**src/rtl/core/itp_pkg.sv**
```systemverilog
// Shared types, character codes and the digit decoder for the integer text parser.
// No dependencies; used by every module under rtl/core.
package itp_pkg;

	localparam int unsigned MaxOffset  = 255;
	localparam int unsigned OffsetW    = $clog2(MaxOffset + 1);
	localparam int unsigned ValueW     = 32;
	localparam int unsigned CharW      = 8;
	localparam int unsigned RadixW     = 6;
	localparam int unsigned DigitW     = 7;
	localparam int unsigned EndOffsetW = 8;

	localparam logic [CharW-1:0] ChNul   = 8'h00;
	localparam logic [CharW-1:0] ChSpace = 8'h20;
	localparam logic [CharW-1:0] ChPlus  = 8'h2B;
	localparam logic [CharW-1:0] ChMinus = 8'h2D;
	localparam logic [CharW-1:0] ChZero  = 8'h30;
	localparam logic [CharW-1:0] ChNine  = 8'h39;
	localparam logic [CharW-1:0] ChUpA   = 8'h41;
	localparam logic [CharW-1:0] ChUpF   = 8'h46;
	localparam logic [CharW-1:0] ChUpX   = 8'h58;
	localparam logic [CharW-1:0] ChLowA  = 8'h61;
	localparam logic [CharW-1:0] ChLowF  = 8'h66;
	localparam logic [CharW-1:0] ChLowX  = 8'h78;

	localparam logic [RadixW-1:0] BaseAuto = 6'd0;
	localparam logic [RadixW-1:0] BaseOct  = 6'd8;
	localparam logic [RadixW-1:0] BaseDec  = 6'd10;
	localparam logic [RadixW-1:0] BaseHex  = 6'd16;

	localparam logic [DigitW-1:0] DigitNone = 7'd64;

	typedef enum logic [4:0] {
		PH_START  = 5'b00001,
		PH_LEAD   = 5'b00010,
		PH_POST   = 5'b00100,
		PH_ZERO   = 5'b01000,
		PH_DIGITS = 5'b10000
	} phase_t;

	typedef struct packed {
		phase_t              phase;
		logic [ValueW-1:0]   acc;
		logic [OffsetW-1:0]  consumed;
		logic                negative;
		logic [RadixW-1:0]   base;
		logic                mode_signed;
	} state_t;

	typedef struct packed {
		logic                  emit;
		logic [ValueW-1:0]     value;
		logic [EndOffsetW-1:0] end_offset;
	} result_t;

	// Digit value of a character, or DigitNone when it is no digit at all.
	function automatic logic [DigitW-1:0] digit_of(input logic [CharW-1:0] c);
		logic [DigitW-1:0] d;
		d = DigitNone;
		if (c >= ChZero && c <= ChNine)
			d = DigitW'(c - ChZero);
		else if (c >= ChLowA && c <= ChLowF)
			d = DigitW'(c - ChLowA) + DigitW'(10);
		else if (c >= ChUpA && c <= ChUpF)
			d = DigitW'(c - ChUpA) + DigitW'(10);
		return d;
	endfunction

endpackage

```
**src/rtl/core/itp_step.sv**
```systemverilog
// Next-state and result logic for one character of the parser.
// Depends on itp_pkg.
module itp_step (
	input  itp_pkg::state_t                  cur,
	input  logic [itp_pkg::CharW-1:0]        ch,
	input  logic [itp_pkg::RadixW-1:0]       radix,
	input  logic                             signed_mode,
	output itp_pkg::state_t                  nxt,
	output itp_pkg::result_t                 res
);

	itp_pkg::state_t                s;
	logic                           done;
	logic                           cnt;
	logic [itp_pkg::DigitW-1:0]     d;
	logic [itp_pkg::ValueW-1:0]     prod;

	assign d    = itp_pkg::digit_of(ch);

	always_comb begin
		s    = cur;
		done = 1'b0;
		cnt  = 1'b0;
		prod = '0;
		res  = '0;
		nxt  = cur;

		if (cur.phase == itp_pkg::PH_START) begin
			s.base        = radix;
			s.mode_signed = signed_mode;
			s.negative    = 1'b0;
			s.acc         = '0;
			s.consumed    = '0;
			s.phase       = signed_mode ? itp_pkg::PH_LEAD : itp_pkg::PH_POST;
		end

		if (s.phase == itp_pkg::PH_LEAD) begin
			if (ch == itp_pkg::ChSpace) begin
				cnt  = 1'b1;
				done = 1'b1;
			end else if (ch == itp_pkg::ChMinus || ch == itp_pkg::ChPlus) begin
				s.negative = (ch == itp_pkg::ChMinus);
				s.phase    = itp_pkg::PH_POST;
				cnt        = 1'b1;
				done       = 1'b1;
			end else begin
				s.phase = itp_pkg::PH_POST;
			end
		end

		if (!done) begin
			if (s.phase == itp_pkg::PH_POST) begin
				if (ch == itp_pkg::ChSpace) begin
					cnt  = 1'b1;
					done = 1'b1;
				end else if (ch == itp_pkg::ChZero &&
						(s.base == itp_pkg::BaseAuto || s.base == itp_pkg::BaseHex)) begin
					// hold the zero: it may open a hex prefix
					s.phase = itp_pkg::PH_ZERO;
					cnt     = 1'b1;
					done    = 1'b1;
				end else begin
					if (s.base == itp_pkg::BaseAuto)
						s.base = itp_pkg::BaseDec;
					s.phase = itp_pkg::PH_DIGITS;
				end
			end else if (s.phase == itp_pkg::PH_ZERO) begin
				if (ch == itp_pkg::ChLowX || ch == itp_pkg::ChUpX) begin
					s.base  = itp_pkg::BaseHex;
					s.phase = itp_pkg::PH_DIGITS;
					cnt     = 1'b1;
					done    = 1'b1;
				end else begin
					if (s.base == itp_pkg::BaseAuto)
						s.base = itp_pkg::BaseOct;
					s.phase = itp_pkg::PH_DIGITS;
				end
			end
		end

		if (!done) begin
			if (ch == itp_pkg::ChNul || d >= itp_pkg::DigitW'(s.base)) begin
				res.emit       = 1'b1;
				res.value      = s.negative ? (itp_pkg::ValueW'(0) - s.acc) : s.acc;
				res.end_offset = s.consumed[itp_pkg::EndOffsetW-1:0];
				s.phase        = itp_pkg::PH_START;
			end else begin
				prod    = s.acc * itp_pkg::ValueW'(s.base);
				s.acc   = prod + itp_pkg::ValueW'(d);
				s.phase = itp_pkg::PH_DIGITS;
				cnt     = 1'b1;
			end
		end

		if (cnt && s.consumed < itp_pkg::OffsetW'(itp_pkg::MaxOffset))
			s.consumed = s.consumed + itp_pkg::OffsetW'(1);

		nxt = s;
	end

endmodule

```
**src/rtl/core/itp_out.sv**
```systemverilog
// Result register with valid/stall handshake towards the consumer.
// Depends on itp_pkg.
module itp_out (
	input  logic                               clk,
	input  logic                               arst_n,
	input  logic                               load,
	input  itp_pkg::result_t                   res,
	input  logic                               out_stall,
	output logic                               out_valid,
	output logic [itp_pkg::ValueW-1:0]         value,
	output logic [itp_pkg::EndOffsetW-1:0]     end_offset,
	output logic                               blocked
);

	logic                               valid_q;
	logic [itp_pkg::ValueW-1:0]         value_q;
	logic [itp_pkg::EndOffsetW-1:0]     offset_q;

	assign blocked    = valid_q && out_stall;
	assign out_valid  = valid_q;
	assign value      = value_q;
	assign end_offset = offset_q;

	always_ff @(posedge clk or negedge arst_n) begin
		if (!arst_n) begin
			valid_q <= 1'b0;
		end else if (load) begin
			valid_q <= 1'b1;
		end else if (!out_stall) begin
			valid_q <= 1'b0;
		end
	end

	always_ff @(posedge clk) begin
		if (load) begin
			value_q  <= res.value;
			offset_q <= res.end_offset;
		end
	end

endmodule

```
**src/rtl/core/integer_text_parser_unit.sv**
```systemverilog
// Streaming strtol/strtoul-style parser: one character word in, one result word per number.
// An accepted character word is registered in the input stage, then its result in the result register (itp_out).
// Throughput: 1 character word per cycle while in_stall is low; the parse state (accumulator, base, phase)
// updates through one 32x6 multiply-add, which sets the clock path.
// Reset: arst_n clears the parse state to the start of a new string and drops all
// held words; no clearing pass is needed.
module integer_text_parser_unit (
	input  logic                               clk,
	input  logic                               arst_n,
	input  logic                               in_valid,
	output logic                               in_stall,
	input  logic [itp_pkg::CharW-1:0]          ch,
	input  logic [itp_pkg::RadixW-1:0]         radix,
	input  logic                               signed_mode,
	output logic                               out_valid,
	input  logic                               out_stall,
	output logic [itp_pkg::ValueW-1:0]         value,
	output logic [itp_pkg::EndOffsetW-1:0]     end_offset
);

	// Input stage: holds one character word with its sampled radix and mode.
	logic                               valid_s1;
	logic [itp_pkg::CharW-1:0]          ch_s1;
	logic [itp_pkg::RadixW-1:0]         radix_s1;
	logic                               signed_s1;

	// Parse state carried from character to character.
	itp_pkg::state_t                    state_q;
	itp_pkg::state_t                    state_nxt;
	itp_pkg::result_t                   res;

	logic                               out_blocked;
	logic                               s1_fire;
	logic                               load;

	itp_step u_step (
		.cur         (state_q),
		.ch          (ch_s1),
		.radix       (radix_s1),
		.signed_mode (signed_s1),
		.nxt         (state_nxt),
		.res         (res)
	);

	// Advance the held word unless it would emit into a full, stalled result register.
	assign s1_fire  = valid_s1 && !(res.emit && out_blocked);
	assign load     = s1_fire && res.emit;
	assign in_stall = valid_s1 && !s1_fire;

	always_ff @(posedge clk or negedge arst_n) begin
		if (!arst_n) begin
			valid_s1 <= 1'b0;
		end else if (!in_stall) begin
			valid_s1 <= in_valid;
		end
	end

	always_ff @(posedge clk) begin
		if (!in_stall && in_valid) begin
			ch_s1     <= ch;
			radix_s1  <= radix;
			signed_s1 <= signed_mode;
		end
	end

	always_ff @(posedge clk or negedge arst_n) begin
		if (!arst_n) begin
			state_q <= '{phase: itp_pkg::PH_START, acc: '0, consumed: '0,
				negative: 1'b0, base: '0, mode_signed: 1'b0};
		end else if (s1_fire) begin
			state_q <= state_nxt;
		end
	end

	itp_out u_out (
		.clk        (clk),
		.arst_n     (arst_n),
		.load       (load),
		.res        (res),
		.out_stall  (out_stall),
		.out_valid  (out_valid),
		.value      (value),
		.end_offset (end_offset),
		.blocked    (out_blocked)
	);

	// Never overwrite a result that is still waiting on a stalled consumer.
	a_no_overwrite: assert property (@(posedge clk) disable iff (!arst_n)
		!(load && out_valid && out_stall))
		else $error("result overwritten while stalled");

	// A terminating character returns the parser to the start of a new string.
	a_restart: assert property (@(posedge clk) disable iff (!arst_n)
		load |=> (state_q.phase == itp_pkg::PH_START))
		else $error("parser did not restart after result");

	// Phase register stays one-hot.
	a_phase_onehot: assert property (@(posedge clk) disable iff (!arst_n)
		$onehot(state_q.phase))
		else $error("phase not one-hot");

	// Consumed count saturates and never passes its ceiling.
	a_offset_sat: assert property (@(posedge clk) disable iff (!arst_n)
		state_q.consumed <= itp_pkg::OffsetW'(itp_pkg::MaxOffset))
		else $error("consumed count past saturation");

endmodule
```
**config.mk**
```make
export PLATFORM = sky130hd
export DESIGN_NAME = integer_text_parser_unit
export DESIGN_NICKNAME = d
export VERILOG_FILES = /design/src/rtl/core/itp_pkg.sv /design/src/rtl/core/itp_step.sv /design/src/rtl/core/itp_out.sv /design/src/rtl/core/integer_text_parser_unit.sv
export SDC_FILE = /design/constraint.sdc
export NUM_CORES = 1
export LEC_CHECK = 0
export BUFFER_PORTS_ARGS = -buffer_cell sky130_fd_sc_hd__buf_2
export CAP_MARGIN = 30
export CORE_ASPECT_RATIO = 1.4
export CORE_UTILIZATION = 50
export DETAILED_ROUTE_END_ITERATION = 6
export PLACE_DENSITY = 0.67
export SETUP_SLACK_MARGIN = 0.2
export SLEW_MARGIN = 5
export SYNTH_ARGS = -nofsm -noshare
export SYNTH_HDL_FRONTEND = slang
export SYNTH_HIERARCHICAL = 1
export SYNTH_SLANG_ARGS = --single-unit
```
**constraint.sdc**
```tcl
create_clock -name clk -period 17 [get_ports clk]
set_input_delay 0 -clock clk [delete_from_list [all_inputs] [get_ports clk]]
set_output_delay 0 -clock clk [all_outputs]
set_load 0.1 [all_outputs]
```
# Word level (Yosys, flattened, before mapping)
# Index checks and enable logic that the tools add are counted.
dict set report totals {
  in_bits 19
  ff_bits 110
  elab_cells 108
  output_inout_bits 42
}
dict set report classes {
  reduce_logical 22
  bitwise_logic 1
  n_mul 1
  mux 43
  n_eq_ne 12
  addsub 8
  magnitude_cmp 8
}
# operator n
set op_table {}
lappend op_table {{41-bit two-way mux} 2}
lappend op_table {{32-bit two-way mux} 2}
lappend op_table {{53-bit two-way mux} 1}
lappend op_table {{6-bit two-way mux} 8}
lappend op_table {{5-bit two-way mux} 8}
lappend op_table {{37-bit two-way mux} 1}
lappend op_table {{32-bit by 7-bit adder with 32-bit output} 1}
lappend op_table {{8-bit by 6-bit == test with 1-bit output, second input constant} 4}
lappend op_table {{32-bit by 6-bit multiplier with 32-bit output} 1}
lappend op_table {{1-bit by 32-bit subtractor with 32-bit output, first input constant} 1}
lappend op_table {{7-bit two-way mux} 3}
lappend op_table {{8-bit by 7-bit == test with 1-bit output, second input constant} 2}
lappend op_table {{8-bit by 7-bit greater-or-equal comparator with 1-bit output, second input constant} 2}
lappend op_table {{8-bit by 7-bit less-or-equal comparator with 1-bit output, second input constant} 2}
lappend op_table {{1-bit two-way mux} 16}
lappend op_table {{7-bit by 4-bit adder with 7-bit output, second input constant} 2}
lappend op_table {{7-bit subtractor, second input constant} 2}
lappend op_table {{1-bit logical AND} 11}
lappend op_table {{8-bit by 1-bit adder with 8-bit output, second input constant} 1}
lappend op_table {{8-bit by 6-bit greater-or-equal comparator with 1-bit output, second input constant} 1}
lappend op_table {{8-bit by 6-bit less-or-equal comparator with 1-bit output, second input constant} 1}
lappend op_table {{8-bit zero test} 1}
lappend op_table {{8-bit < comparator, second input constant} 1}
lappend op_table {{8-bit two-way mux} 1}
lappend op_table {{other kinds (15)} 20}

# Depth between registers and ports, before layout
dict set report depth {
  ltp_word 20
  mapped_depth 33
  depth_no_buf 31
}

# Hierarchy
# The synthesis kept the hierarchy.
# mod n_inst seq_area_each_um2 cells_each area_per_inst_um2
set modules_own_cells {}
lappend modules_own_cells {itp_step 1 0.0 1089 7943.9}
lappend modules_own_cells {integer_text_parser_unit 1 1803.0 134 2496.1}
lappend modules_own_cells {itp_out 1 1226.2 43 1239.9}

# Least setup slack after synthesis
# No wires, ideal clock.
dict set report synth_path {
  path_type {reg-to-reg}
  start {register ch_s1[0] in the netlist's numbering}
  end {register state_q[44] in the netlist's numbering}
  setup_ns 0.125
  period_less_slack_ns 7.167
  path_slack_ns 9.833
  path_buffers 2
  arrival_ns 7.043
  required_ns 16.875
  stages_incl_launch_ff 34
  path_cell_list {edfxtp_1 > inv_1 > ha_1 > or4b_1 > nor2_2 > o22ai_1 > o211ai_2 > nor3_1 > nand3_1 > nand3_1 > nand2_1 > clkbuf_1 > buf_2 > nor2_1 > fa_1 > inv_1 > fa_1 > inv_1 > fa_1 > inv_1 > fa_1 > inv_1 > ha_1 > o21ai_0 > nand2b_1 > a21oi_1 > a211oi_1 > o211ai_1 > o211ai_1 > a311o_1 > a31oi_1 > xor2_1 > o21ai_0 > mux2_2}
}
# element line_no
set synth_lines {}
lappend synth_lines {{from (decl)} integer_text_parser_unit.sv:23} ;# logic [itp_pkg::CharW-1:0] ch_s1;
lappend synth_lines {{from (signal assigned)} integer_text_parser_unit.sv:60} ;# ch_s1 <= ch;
lappend synth_lines {{to (signal assigned)} integer_text_parser_unit.sv:68} ;# state_q <= '{phase: itp_pkg::PH_START, acc: '0, consumed: '0,
lappend synth_lines {{to (signal assigned)} integer_text_parser_unit.sv:71} ;# state_q <= state_nxt;
lappend synth_lines {{to (decl)} integer_text_parser_unit.sv:28} ;# itp_pkg::state_t state_q;

==> impl_metrics.toml <==
[clock_network]
cts_buffers = 9
clk_pin_slew_ns = 0.07
cts_tree = "yes"
clk_path_buf_depth = 2
cts.sinks = 109
clkLatencyLatePin_ns = 0.38
h-tree-depth = 3
cts_root_buf = "clkbuf_16"
cts_resized = 0

[routing]
viasPerCell = 5.92
drc_errors = 0
first_pass_iters = 7
wl_um = 29400
initialDrtViolationCount = 664
post_drt_wl_per_cell_um = 18.3
drtAntennaViolNets = 0
dr_total_vias = 9521

[layout]
final_nets = 1512
synthToLayoutAreaGrowth_pct = 8.35
drive_above_1_share_pct = 12.3
antenna_cells = 0
fin_area_sq_mm = 0.0126
n_fill_cell = 2018

[timing]
worst_pin_slew_ns = 0.798
fin_setup_tns_ns = 0
finalMaxSlewViolations = 0
fin_crit_sh_pct = 47.0
skew_ns = 0.0130
slew_headroom_pct = 46.8
max_freq_mhz = 125
timing_hold_violations_final = 0
setup_violations = 0
rsz0062_at_grt = "false"
fin_crit_ns = 7.99

[status]
status = "finished clean"

[die]
dieArea_sq_mm = 0.0239
core.rowCount = 65
initial_core_util_pct = 51.3
coreArea_sq_mm = 0.0227
die_height_um = 182
io_pins = 61
dieWidth_um = 131

[critical_path]
path_max_fanout = 27
cp-end-kind = "flop"
critical_path_class = "flop to flop"
crit_family = "adder cells"
cp_slowest_cell = "fa_1"
crit_arrival_ns = 8.25
critPathLaunchType = "flop"
r2r_start = "ch_s1[0]"
r2r_end = "state_q[46]"
rrSetupSlack_ns = 9.01
critPathMaxStageDelay_ns = 0.55
crit_buf_inv = 6
cp.required_ns = 17.26
cp_common_cell = "inv_1"
reg2reg_depth = 31

[place]
place_hpwl_um = 21300
place_congestion = 0.904
placed_area_sq_mm = 0.0122
port_buffers = 60

[power_and_ir_drop]
power.density_mw_per_mm2 = 73.3
cellLeakagePower_nw = 6.14
irDropWorstVdd_v = 0.0000603

[global_routing]
gr-total-overflow = 0
grt_pass1_vias = 9666
grt_usage_pct = 26.4
grt_antenna_before_repair = 0
grt_pass1_wl_um = 48800
grt_max_degree = 67

[yosys]
syn-cell-area_sq_mm = 0.0116
synth_nets = 1472
ys_warn_count = 6
syn_area_per_cell_sq_um = 9.22
syn-instance-count = 1261

[worst_hold_path]
hold_path.class = "input port to async pin"

[job]
cap_violations = 0
## where the power goes
group / leakage, nW / internal (mW) / switching, mW
clock: 0.125 / 0.0996 / 0.103
sequential: 1.28 / 0.309 / 0.0215
combinational: 4.74 / 0.0895 / 0.302
total: 6.14 / 0.498 / 0.426
## cells in the final DEF (no fill, tap or decap), drive strengths merged, types with 4 or more instances in the layout
cell and n:
xnor2 24, a31oi 8, inv 70, ha 79
o21bai 5, mux2i 5, clkbuf 12, and3 6
or3 11, or2 5, nand4 4, a22oi 5
nor3 18, mux2 53, fa 113, xor2 29
a2111oi 4, a31o 4, a21oi 50, nand2b 15
nor2b 5, a21o 29, nor2 230, o21ai 82
o211ai 6, nand3 55, dfrtp 53, nor4 9
and2 17, nand2 86, edfxtp 55, a32oi 4
buf 75, dlygate4sd3 18, o21a 10
## worst max-delay path by stage
| stage | startpoint | endpoint | slack, ns | cells after the start |
|---|---|---|---|---|
| 6_report | ch_s1[0] | state_q[46] | 9.01 | 31 |
| 2_1_floorplan | ch_s1[0] | state_q[44] | 9.83 | 33 |
| 5_1_grt | ch_s1[0] | state_q[44] | 8.57 | 31 |
| 3_3_place_gp | ch_s1[0] | state_q[44] | 9.16 | 31 |
| 4_1_cts | ch_s1[0] | state_q[44] | 9.01 | 31 |
| 3_5_place_dp | ch_s1[0] | state_q[44] | 9.08 | 31 |
## timing repair
action	CTS	global route
hold buffers	18	0
setup buffers	0	0
endpoints found under the hold margin	70	0
## layer usage
layer	global-route usage, %	routed length, um
met1	33.0	12200
met4	13.7	1260
met5	0	0
met3	2.99	1280
met2	44.5	14700
## final cells by class
cell class	instances	area, sq um	area share (%)
Tap cell	301	377	2.99
Inverter	70	263	2.08
Clock inverter	4	25.0	0.199
Multi-Input combinational cell	1018	8110	64.3
Timing Repair Buffer	93	593	4.71
Sequential cell	109	3000	23.8
Clock buffer	12	236	1.88
## sequential cells by signal, indices dropped and copies added, names as in the netlist
name and cells:
state_q 52, u_out/value 32, ch_s1 8, u_out/end_offset 8, radix_s1 6, signed_s1 1
u_out/out_valid 1, valid_s1 1
## worst reg2reg max path: cells and delay by family, from the launching register on
family	cells	cell delay [ns]
AO/OA/AOI/OAI	12	2.43
multiplexers	1	0.28
flip-flops	1	0.48
XOR/XNOR	1	0.15
adder cells (fa/ha/maj)	6	2.62
buffers and inverters	6	0.77
AND/OR/NAND/NOR	5	1.13
## metrics by stage
| stage | utilization, % | setup WS [ns] | hold slack (ns) | power (mW) | std cells |
|---|---|---|---|---|---|
| floorplan | - | 9.83 | -0.296 | 0.621 | 1261 |
| global placement | 53.6 | 9.16 | 0.178 | 0.715 | 1573 |
| detailed placement | 53.6 | 9.08 | 0.178 | 0.718 | 1573 |
| CTS | 55.5 | 9.01 | 0.325 | 0.925 | 1607 |
| global route | 55.5 | 8.57 | 0.335 | 0.967 | 1607 |
| finish | 55.5 | 9.01 | 0.321 | 0.924 | 1607 |
No activity file was read; power rests on OpenSTA's default activity.
